--- config.mk ---
export PLATFORM = sky130hd
export DESIGN_NAME = rfid_uart_frame_receiver_unit
export DESIGN_NICKNAME = d
export VERILOG_FILES = /design/src/design/rfuart_pkg.sv /design/src/design/rfid_uart_frame_receiver_unit.sv
export VERILOG_INCLUDE_DIRS = /design/src /design/src/design
export SDC_FILE = /design/constraint.sdc
export NUM_CORES = 1
export LEC_CHECK = 0
export BUFFER_PORTS_ARGS = -buffer_cell sky130_fd_sc_hd__buf_2
export CAP_MARGIN = 15
export CORE_UTILIZATION = 55
export DETAILED_ROUTE_END_ITERATION = 16
export GPL_ROUTABILITY_DRIVEN = 0
export HOLD_SLACK_MARGIN = 0.08
export PLACE_DENSITY = 0.77
export SLEW_MARGIN = 20
export SYNTH_ARGS = -nofsm -noshare
export SYNTH_HDL_FRONTEND = slang
export SYNTH_SLANG_ARGS = --single-unit
export TNS_END_PERCENT = 5
--- constraint.sdc ---
create_clock -name clk -period 3.8 [get_ports clk]
set_clock_uncertainty 0.05 [all_clocks]
set_input_delay 0.76 -clock clk [delete_from_list [all_inputs] [get_ports clk]]
set_output_delay 0.76 -clock clk [all_outputs]
set_load 0.01 [all_outputs]
--- src/design/rfid_uart_frame_receiver_unit_macros.svh ---
// Assertion macros for the RFID UART frame receiver
`ifndef RFID_UART_FRAME_RECEIVER_UNIT_MACROS_SVH
`define RFID_UART_FRAME_RECEIVER_UNIT_MACROS_SVH
`ifndef SYNTHESIS
`define RFU_ASSERT_SAME(label, clk_s, rstn_s, ante, cons) \
  label: assert property (@(posedge clk_s) disable iff (!rstn_s) (ante) |-> (cons)) \
    else $error("rfu assertion failed");
`define RFU_ASSERT_NEXT(label, clk_s, rstn_s, ante, cons) \
  label: assert property (@(posedge clk_s) disable iff (!rstn_s) (ante) |=> (cons)) \
    else $error("rfu assertion failed");
`else
`define RFU_ASSERT_SAME(label, clk_s, rstn_s, ante, cons)
`define RFU_ASSERT_NEXT(label, clk_s, rstn_s, ante, cons)
`endif
`endif

--- src/design/rfuart_pkg.sv ---
// Shared constants for the RFID UART frame receiver
`default_nettype none
package rfuart_pkg;
  localparam int BYTE_W             = 8;
  localparam int CNT_W              = 5;
  localparam int IDX_W              = 5;
  localparam int OUT_W              = 32;
  localparam int CMD_MAX_LEN_DEF    = 30;
  localparam int AUTO_FRAME_LEN_DEF = 22;

  localparam logic [IDX_W-1:0]  IDX_RESET   = 5'd15;
  localparam logic [BYTE_W-1:0] AUTO_HEADER = 8'h04;
  localparam logic [BYTE_W-1:0] AUTO_SECOND = 8'h16;
  localparam logic [BYTE_W-1:0] SUM_GOOD    = 8'hFF;

  localparam logic [CNT_W-1:0] POS_LENGTH = 5'd1;
  localparam logic [CNT_W-1:0] POS_CODE   = 5'd2;
  localparam logic [CNT_W-1:0] POS_STATUS = 5'd4;
endpackage
`default_nettype wire

--- src/design/rfid_uart_frame_receiver_unit.sv ---
// RFID UART frame receiver: command-response and auto-read deframers
//
// Usage: each in_ transaction carries one received serial byte in in_tdata.
// Every byte produces exactly one out_ transaction, in the cycle after it is
// accepted. out_tlast is high when a command-response frame completed on
// that byte; out_tdata carries the checksum result, the latched code and
// status bytes, overflow and sticky error flags, and the auto-read tag
// result. Throughput is one byte per cycle unless out_tready stalls: both
// deframers update their counters and running XORs combinationally between
// the accepted byte and the result register. in_tready stays high while the
// result register is empty or being taken in the same cycle, so a stalled
// out_tready holds one result and blocks further input only after that.
// cfg_we writes the card byte position (reset 15); write it while idle.
// Reset (rst_n low, synchronous) clears both deframers, the sticky error
// and the result valid/done flags; the card byte position returns to 15.
`default_nettype none
`include "rfid_uart_frame_receiver_unit_macros.svh"
module rfid_uart_frame_receiver_unit #(
  parameter int CMD_MAX_LEN    = rfuart_pkg::CMD_MAX_LEN_DEF,
  parameter int AUTO_FRAME_LEN = rfuart_pkg::AUTO_FRAME_LEN_DEF
) (
  input  wire logic                           clk,
  input  wire logic                           rst_n,
  input  wire logic                           in_tvalid,
  output logic                                in_tready,
  input  wire logic [rfuart_pkg::BYTE_W-1:0]  in_tdata,   // [7:0] rx_byte
  output logic                                out_tvalid,
  input  wire logic                           out_tready,
  output logic [rfuart_pkg::OUT_W-1:0]        out_tdata,
  // [0] cmd_sum_ok, [8:1] cmd_code, [16:9] cmd_status, [17] cmd_overflow,
  // [18] cmd_error_sticky, [19] tag_valid, [27:20] tag_byte, [31:28] zero
  output logic                                out_tlast,  // cmd_done
  input  wire logic                           cfg_we,
  input  wire logic [rfuart_pkg::IDX_W-1:0]   cfg_wdata   // card_byte_index
);
  import rfuart_pkg::*;

  localparam logic [CNT_W-1:0] CMD_MAX  = CNT_W'(CMD_MAX_LEN);
  localparam logic [CNT_W-1:0] AUTO_LEN = CNT_W'(AUTO_FRAME_LEN);

  logic [IDX_W-1:0]  card_idx_r;
  logic [CNT_W-1:0]  cmd_cnt_r, cmd_cnt_nxt;
  logic [BYTE_W-1:0] cmd_len_r, cmd_len_nxt;
  logic [BYTE_W-1:0] cmd_xor_r, cmd_xor_nxt;
  logic [BYTE_W-1:0] cmd_code_r, cmd_code_nxt;
  logic [BYTE_W-1:0] cmd_stat_r, cmd_stat_nxt;
  logic              err_r, err_nxt;
  logic              auto_act_r, auto_act_nxt;
  logic [CNT_W-1:0]  auto_cnt_r, auto_cnt_nxt;
  logic [BYTE_W-1:0] auto_xor_r, auto_xor_nxt;
  logic [BYTE_W-1:0] auto_pick_r, auto_pick_nxt;

  logic              out_valid_r;
  logic              done_r, done_nxt;
  logic [OUT_W-1:0]  data_r, data_nxt;

  logic              accept;
  logic [BYTE_W-1:0] b;
  logic [BYTE_W-1:0] x;
  logic [CNT_W-1:0]  cnt_inc;
  logic              ovf, sum_ok, tag_valid;
  logic [BYTE_W-1:0] tag_byte;

  assign accept    = in_tvalid && in_tready;
  assign in_tready = !out_valid_r || out_tready;
  assign b         = in_tdata;

  always_comb begin
    cmd_len_nxt  = cmd_len_r;
    cmd_code_nxt = cmd_code_r;
    cmd_stat_nxt = cmd_stat_r;
    err_nxt      = err_r;
    ovf          = 1'b0;
    done_nxt     = 1'b0;
    sum_ok       = 1'b0;

    unique case (cmd_cnt_r)
      POS_LENGTH: cmd_len_nxt  = b;
      POS_CODE:   cmd_code_nxt = b;
      POS_STATUS: cmd_stat_nxt = b;
      default:    ;
    endcase

    x           = cmd_xor_r ^ b;
    cnt_inc     = cmd_cnt_r + CNT_W'(1);
    cmd_cnt_nxt = cnt_inc;
    if (cnt_inc >= CMD_MAX) begin
      cmd_cnt_nxt = '0;
      err_nxt     = 1'b1;
      ovf         = 1'b1;
    end
    if (cmd_len_nxt == {{(BYTE_W-CNT_W){1'b0}}, cmd_cnt_nxt}) begin
      cmd_cnt_nxt = '0;
      done_nxt    = 1'b1;
      sum_ok      = (x == SUM_GOOD);
    end
    cmd_xor_nxt = (done_nxt || ovf) ? '0 : x;

    auto_act_nxt  = auto_act_r;
    auto_cnt_nxt  = auto_cnt_r;
    auto_xor_nxt  = auto_xor_r;
    auto_pick_nxt = auto_pick_r;
    tag_valid     = 1'b0;
    tag_byte      = '0;

    if (auto_act_r) begin
      if (auto_cnt_r == POS_LENGTH && b != AUTO_SECOND) begin
        auto_act_nxt = 1'b0;
        auto_cnt_nxt = '0;
        auto_xor_nxt = '0;
      end else begin
        if (auto_cnt_r == card_idx_r) begin
          auto_pick_nxt = b;
        end
        auto_xor_nxt = auto_xor_r ^ b;
        auto_cnt_nxt = auto_cnt_r + CNT_W'(1);
        if (auto_cnt_nxt == AUTO_LEN) begin
          if (auto_xor_nxt == SUM_GOOD) begin
            tag_valid = 1'b1;
            tag_byte  = auto_pick_nxt;
          end
          auto_act_nxt = 1'b0;
          auto_cnt_nxt = '0;
          auto_xor_nxt = '0;
        end
      end
    end
    if (!auto_act_nxt && b == AUTO_HEADER) begin
      auto_act_nxt  = 1'b1;
      auto_pick_nxt = (card_idx_r == '0) ? b : '0;
      auto_xor_nxt  = b;
      auto_cnt_nxt  = CNT_W'(1);
    end

    data_nxt = {4'b0, tag_byte, tag_valid, err_nxt, ovf, cmd_stat_nxt, cmd_code_nxt, sum_ok};
  end

  always_ff @(posedge clk) begin
    if (!rst_n) begin
      card_idx_r  <= IDX_RESET;
      cmd_cnt_r   <= '0;
      cmd_len_r   <= '0;
      cmd_xor_r   <= '0;
      cmd_code_r  <= '0;
      cmd_stat_r  <= '0;
      err_r       <= 1'b0;
      auto_act_r  <= 1'b0;
      auto_cnt_r  <= '0;
      auto_xor_r  <= '0;
      auto_pick_r <= '0;
      out_valid_r <= 1'b0;
      done_r      <= 1'b0;
    end else begin
      if (cfg_we) begin
        card_idx_r <= cfg_wdata;
      end
      if (accept) begin
        cmd_cnt_r   <= cmd_cnt_nxt;
        cmd_len_r   <= cmd_len_nxt;
        cmd_xor_r   <= cmd_xor_nxt;
        cmd_code_r  <= cmd_code_nxt;
        cmd_stat_r  <= cmd_stat_nxt;
        err_r       <= err_nxt;
        auto_act_r  <= auto_act_nxt;
        auto_cnt_r  <= auto_cnt_nxt;
        auto_xor_r  <= auto_xor_nxt;
        auto_pick_r <= auto_pick_nxt;
        done_r      <= done_nxt;
        out_valid_r <= 1'b1;
      end else if (out_tready) begin
        out_valid_r <= 1'b0;
      end
    end
  end

  always_ff @(posedge clk) begin
    if (accept) begin
      data_r <= data_nxt;
    end
  end

  assign out_tvalid = out_valid_r;
  assign out_tdata  = data_r;
  assign out_tlast  = done_r;

  `RFU_ASSERT_SAME(a_cmd_cnt_range, clk, rst_n, 1'b1, cmd_cnt_r < CMD_MAX)
  `RFU_ASSERT_SAME(a_auto_cnt_range, clk, rst_n, 1'b1, auto_cnt_r < AUTO_LEN)
  `RFU_ASSERT_SAME(a_auto_idle_clear, clk, rst_n, !auto_act_r, auto_cnt_r == '0)
  `RFU_ASSERT_SAME(a_tag_restart, clk, rst_n, out_valid_r && data_r[19], auto_cnt_r <= CNT_W'(1))
  `RFU_ASSERT_SAME(a_ovf_sticky, clk, rst_n, out_valid_r && data_r[17], data_r[18] && err_r)
  `RFU_ASSERT_NEXT(a_accept_result, clk, rst_n, accept, out_valid_r)
endmodule
`default_nettype wire

Yosys cells after proc, flatten, opt, wreduce, memory -nomap -nowiden
Cells that the tools add are included.
{"block": "totals", "register_bits": 95, "inputBits": 18, "word_cells": 80}
{"block": "op_classes", "addsub": 2, "magnitude_cmp": 1, "n_eq_ne": 12, "n_mux": 29, "n_bitwise": 5, "n_reduce_logical": 14}
{"operator": "two-way mux 8 bit", "n": 13}
{"operator": "two-way mux 5 bit", "n": 6}
{"operator": "equality test 8 bit, second input constant", "n": 2}
{"operator": "XOR 8 bit", "n": 2}
{"operator": "adder 5 x 1 -> 5 bit, second input constant", "n": 2}
{"operator": "equality test 5 x 1 -> 1 bit, second input constant", "n": 2}
{"operator": "two-way mux 1 bit", "n": 10}
{"operator": "equality test 8 x 3 -> 1 bit, second input constant", "n": 1}
{"operator": "equality test 8 x 5 -> 1 bit", "n": 1}
{"operator": "inequality test 8 x 5 -> 1 bit, second input constant", "n": 1}
{"operator": "equality test 5 x 2 -> 1 bit, second input constant", "n": 1}
{"operator": "equality test 5 x 3 -> 1 bit, second input constant", "n": 1}
{"operator": "equality test 5 bit", "n": 1}
{"operator": "equality test 5 bit, second input constant", "n": 1}
{"operator": ">= comparator 5 bit, second input constant", "n": 1}
{"operator": "zero test 5 bit", "n": 1}
{"operator": "nonzero test 2 bit", "n": 2}
{"operator": "OR reduction 4 bit", "n": 1}
{"operator": "logical AND 1 bit", "n": 3}
{"operator": "inverter 1 bit", "n": 3}
{"operator": "AND reduction 3 bit", "n": 1}
{"operator": "OR reduction 3 bit", "n": 1}
{"operator": "zero test 1 bit", "n": 2}
{"operator": "logical OR 1 bit", "n": 2}
{"operator": "2 further kinds", "n": 2}

Longest topological paths before layout
{"block": "depth", "word_depth": 9, "mapped_depth": 10, "depth_no_buf": 8}

Worst setup path after synthesis
Ideal clock, no wire load.
{"block": "synth_path", "path_kind": "input-to-reg", "start": "input out_tready", "end": "register data_r[0], in the netlist out_tdata[0], enable pin", "setup_time_ps": 403, "t_arrival_ps": 2536, "slack_ps": 811, "cell_stages": 5, "path_buffers": 2, "cell_sequence": "nand2b_1 nand2_1 inv_1 clkbuf_1 buf_1"}
{"block": "synth_between", "elab_chain_cells": 2}
{"element": "from (decl)", "line": "rfid_uart_frame_receiver_unit.sv:28", "text": "input wire logic out_tready,"}
{"element": "logical OR 1 bit", "line": "rfid_uart_frame_receiver_unit.sv:65", "text": "assign in_tready = !out_valid_r || out_tready;"}
{"element": "logical AND 1 bit", "line": "rfid_uart_frame_receiver_unit.sv:64", "text": "assign accept = in_tvalid && in_tready;"}
{"element": "via accept", "line": "rfid_uart_frame_receiver_unit.sv:57", "text": "logic accept;"}
{"element": "to (signal assigned)", "line": "rfid_uart_frame_receiver_unit.sv:178", "text": "data_r <= data_nxt;"}
{"element": "to (decl)", "line": "rfid_uart_frame_receiver_unit.sv:55", "text": "logic [OUT_W-1:0] data_r, data_nxt;"}
The timed path passes the listed nets, and every way through them passes these cells.
A chain may end at the register's enable or synchronous reset.

Worst setup path in the final report
{"block": "layout_path", "start": "register cmd_cnt_r[0]", "end": "register data_r[0], in the netlist out_tdata[0] (data pin)"}
{"block": "layout_between", "elab_chain_cells": 4, "elab_cells_between_ends": 6, "cone_classes": "add/sub: 1; order compare: 1; eq/ne: 2; mux: 2"}
{"element": "from (decl)", "line": "rfid_uart_frame_receiver_unit.sv:42", "text": "logic [CNT_W-1:0] cmd_cnt_r, cmd_cnt_nxt;"}
{"element": "from (signal assigned)", "line": "rfid_uart_frame_receiver_unit.sv:158", "text": "cmd_cnt_r <= cmd_cnt_nxt;"}
{"element": "adder 5 x 1 -> 5 bit", "line": "rfid_uart_frame_receiver_unit.sv:85", "text": "cnt_inc = cmd_cnt_r + CNT_W'(1);"}
{"element": ">= comparator 5 bit", "line": "rfid_uart_frame_receiver_unit.sv:87", "text": "if (cnt_inc >= CMD_MAX) begin"}
{"element": "two-way mux 5 bit", "line": "rfid_uart_frame_receiver_unit.sv:87"}
{"element": "equality test 8 x 5 -> 1 bit (*)", "line": "rfid_uart_frame_receiver_unit.sv:92", "text": "if (cmd_len_nxt == {{(BYTE_W-CNT_W){1'b0}}, cmd_cnt_nxt}) begin"}
Every way passes the cells marked *; elsewhere a longest branch is shown, timed or not.

==> flow_summary.toml <==
[outcome]
status = "finished clean"

[worst_setup_path]
cp_cell_sequence = "ha_1 -> xor2_1 -> o211ai_1 -> nor2_1 -> o221ai_1 -> a211oi_1 -> and3_1"
cp_max_fo = 8
critPathArrivalTime_ps = 3430
critPathTopFamily = "compound AO/OA/AOI/OAI gates"
crit_type = "reg -> reg"
critPathCaptureType = "flip-flop"
required_ps = 3980
path_buf_inv = 0
cpPeakStageDelay_ps = 650
slowest_stage = "a211oi_1"
cp-start-kind = "flip-flop"

[synthesis]
synth_edf_count = 28
ys_seq_area_frac = 0.471
ys.flop_type = "dfxtp_1"
async_flop_share = 0
yosys_warnings = 0
syn_inst = 479
synth_cell_types = 59
syn_area_mm2 = 0.00463
synth_area_per_cell_um2 = 9.68
synth-seq-cells = 95

[power]
p_int_uw = 1490
power_frac_clock = 0.315
switching_share = 0.290
p_per_area_mw_per_mm2 = 413
netSwitchingPower_uw = 610
total_leakage_power_uw = 0.00200
pwr-share-comb = 0.147
p_seq_frac = 0.539
irDropWorstVdd_mv = 0.230

[final_layout]
stdcell_count = 620
seqCellArea_mm2 = 0.00218
finalInstanceArea_mm2 = 0.00510
syn2layout_area_growth_pct = 9.99
drive_gt1_frac = 0.202
multi_input_area_mm2 = 0.00224
layout_common_cells = "nor2_1 (67), dfxtp_1 (67), buf_2 (48), nand2_1 (34), xnor2_1 (31)"
final_util = 0.624
n_antenna_cell = 0
nets = 535
fill_cells = 669

[place]
portBuffers = 48
dp.cells = 604
hpwl_um = 6370
dpl_cell_area_mm2 = 0.00489

[hold_path]
hp-class = "reg -> reg"

[sta]
period_needed_ps = 3250
slew_violations = 0
finalSetupViolCount = 0
period_share = 0.854
hold-worst-slack_ps = 421
worst_pin_slew_ps = 1120
slew_headroom = 0.248
fin_setup_tns_ps = 0
fmax_mhz = 308
rsz0062_at_grt = "false"
hold_viol = 0

[floorplanning]
start_util = 0.567
rows = 33
die_height_um = 93.8
core-area_mm2 = 0.00818
io_pins = 53
die_width_um = 93.8
dieArea_mm2 = 0.00880

[global_route]
grt_pass1_wl_um = 16200
grt-ovfl-total = 0
grt_antenna_before_repair = 0
grt_start_max_net_pins = 56
first_global_vias = 3335
grt_usage = 0.238

[drt]
viasPerCell = 5.85
avgRoutedWirePerCell_um = 16.0
drtAntennaViolNets = 0
drt_pass1_iterations = 4
drt-total-wl_um = 9920
drc = 0
vias = 3624
drtIter0Drc = 278

[cts]
cts.root.buffer_cell = "clkbuf_8"
cts_buffer_depth = 2
clock_latency_ps = 360
postCtsSetupBuffers = 0
cts-hold-fix-buffers = 0
clk_pin_slew_ps = 100
numCtsBuffers = 9
clkSinkCount = 95
htree_num_levels = 3
ctsResizeCount = 0
cts_tree = "done"

[flow_run]
maxCapViolCount = 0
-- Yosys cell counts, types with 2 or more instances --
cell type,number,area (um^2)
a211oi_1,5,37.5
a21boi_0,2,15.0
a21oi_1,14,70.1
a31o_2,7,61.3
a32o_1,8,80.1
and2_1,5,31.3
and3_1,2,12.5
buf_1,3,11.3
buf_4,5,37.5
clkbuf_1,26,97.6
dfxtp_1,67,1340
edfxtp_1,28,841
ha_1,7,87.6
inv_1,15,56.3
mux2_2,19,214
mux2i_1,22,220
nand2_1,34,128
nand2b_1,2,12.5
nand3_1,13,65.1
nand3b_1,2,15.0
nor2_1,67,251
nor3_1,20,100
nor4_1,11,68.8
o211a_1,3,30.0
o21a_1,3,22.5
o21ai_0,17,85.1
o22ai_1,2,12.5
o31ai_1,2,15.0
o41ai_1,4,35.0
xnor2_1,31,272
xor2_1,5,43.8
-- through the flow --
stage / worst slack, ps / total power (uW)
final: 554 / 2100
after floorplan: 811 / 1380
after global routing: 306 / 2200
after detailed placement: 648 / 1460
after CTS: 594 / 2120
after global placement: 758 / 1450
-- power groups by stage --
stage	registers, uW	logic [uW]	clock network [uW]
floorplan	1160	218	0
global placement	1150	296	0
detailed placement	1160	305	0
CTS	1130	308	678
global route	1140	340	715
finish	1130	309	662
-- per-layer routing --
layer  wire, um  vias to the layer above  part of all wire  track usage
li1           -                     1744                 -            -
met1       4210                     1755              0.42        0.300
met2       4920                      103              0.50        0.405
met3        564                       22             0.057       0.0324
met4        221                        0             0.022        0.103
met5          0                        -                 0            0
-- kinds of logic (layout without fill, tap and decap cells) --
family / Yosys count / in the layout / share of synthesized area
AO/OA/AOI/OAI: 78 / 78 / 0.124
XOR/XNOR: 36 / 36 / 0.0680
adder cells (fa/ha/maj): 7 / 7 / 0.0189
buffers and inverters: 52 / 85 / 0.0481
flip-flops: 95 / 95 / 0.471
multiplexers: 41 / 41 / 0.0937
other: 1 / 4 / 0.000809
AND/OR/NAND/NOR: 169 / 169 / 0.176
-- registers in the layout (all words and copies together), names as in the netlist --
signal / count
cmd_stat_r: 8
cmd_len_r: 8
cmd_xor_r: 8
auto_cnt_r: 5
err_r: 1
auto_pick_r: 8
auto_act_r: 1
auto_xor_r: 8
cmd_cnt_r: 5
card_idx_r: 5
out_tlast: 1
out_tvalid: 1
cmd_code_r: 8
out_tdata: 28
-- worst paths after layout --
check / slack [ps] / depth (start not counted) / start / to
setup reg to reg: 550 / 7 / cmd_cnt_r[0]$_SDFFE_PN0P_ / out_tdata[0]$_SDFFCE_PN0P_
hold reg to reg: 420 / 2 / err_r$_SDFFE_PN0P_ / err_r$_SDFFE_PN0P_
setup / recovery: 550 / 7 / cmd_cnt_r[0]$_SDFFE_PN0P_ / out_tdata[0]$_SDFFCE_PN0P_
hold / removal: 420 / 2 / err_r$_SDFFE_PN0P_ / err_r$_SDFFE_PN0P_
-- worst reg2reg max path: stages, from the launching register on --
cell and delay (ps):
dfxtp_1 450, ha_1 240, xor2_1 400, o211ai_1 270
nor2_1 510, o221ai_1 290, a211oi_1 650, and3_1 260
-- layout make-up --
| class | instances | area share |
|---|---|---|
| Timing Repair Buffer | 53 | 0.0545 |
| Inverter | 16 | 0.0118 |
| Multi-Input combinational cell | 335 | 0.440 |
| Clock buffer | 9 | 0.0243 |
| Tap cell | 105 | 0.0258 |
| Sequential cell | 95 | 0.428 |
| Clock inverter | 7 | 0.0160 |
(Power assumes the default switching activity.)
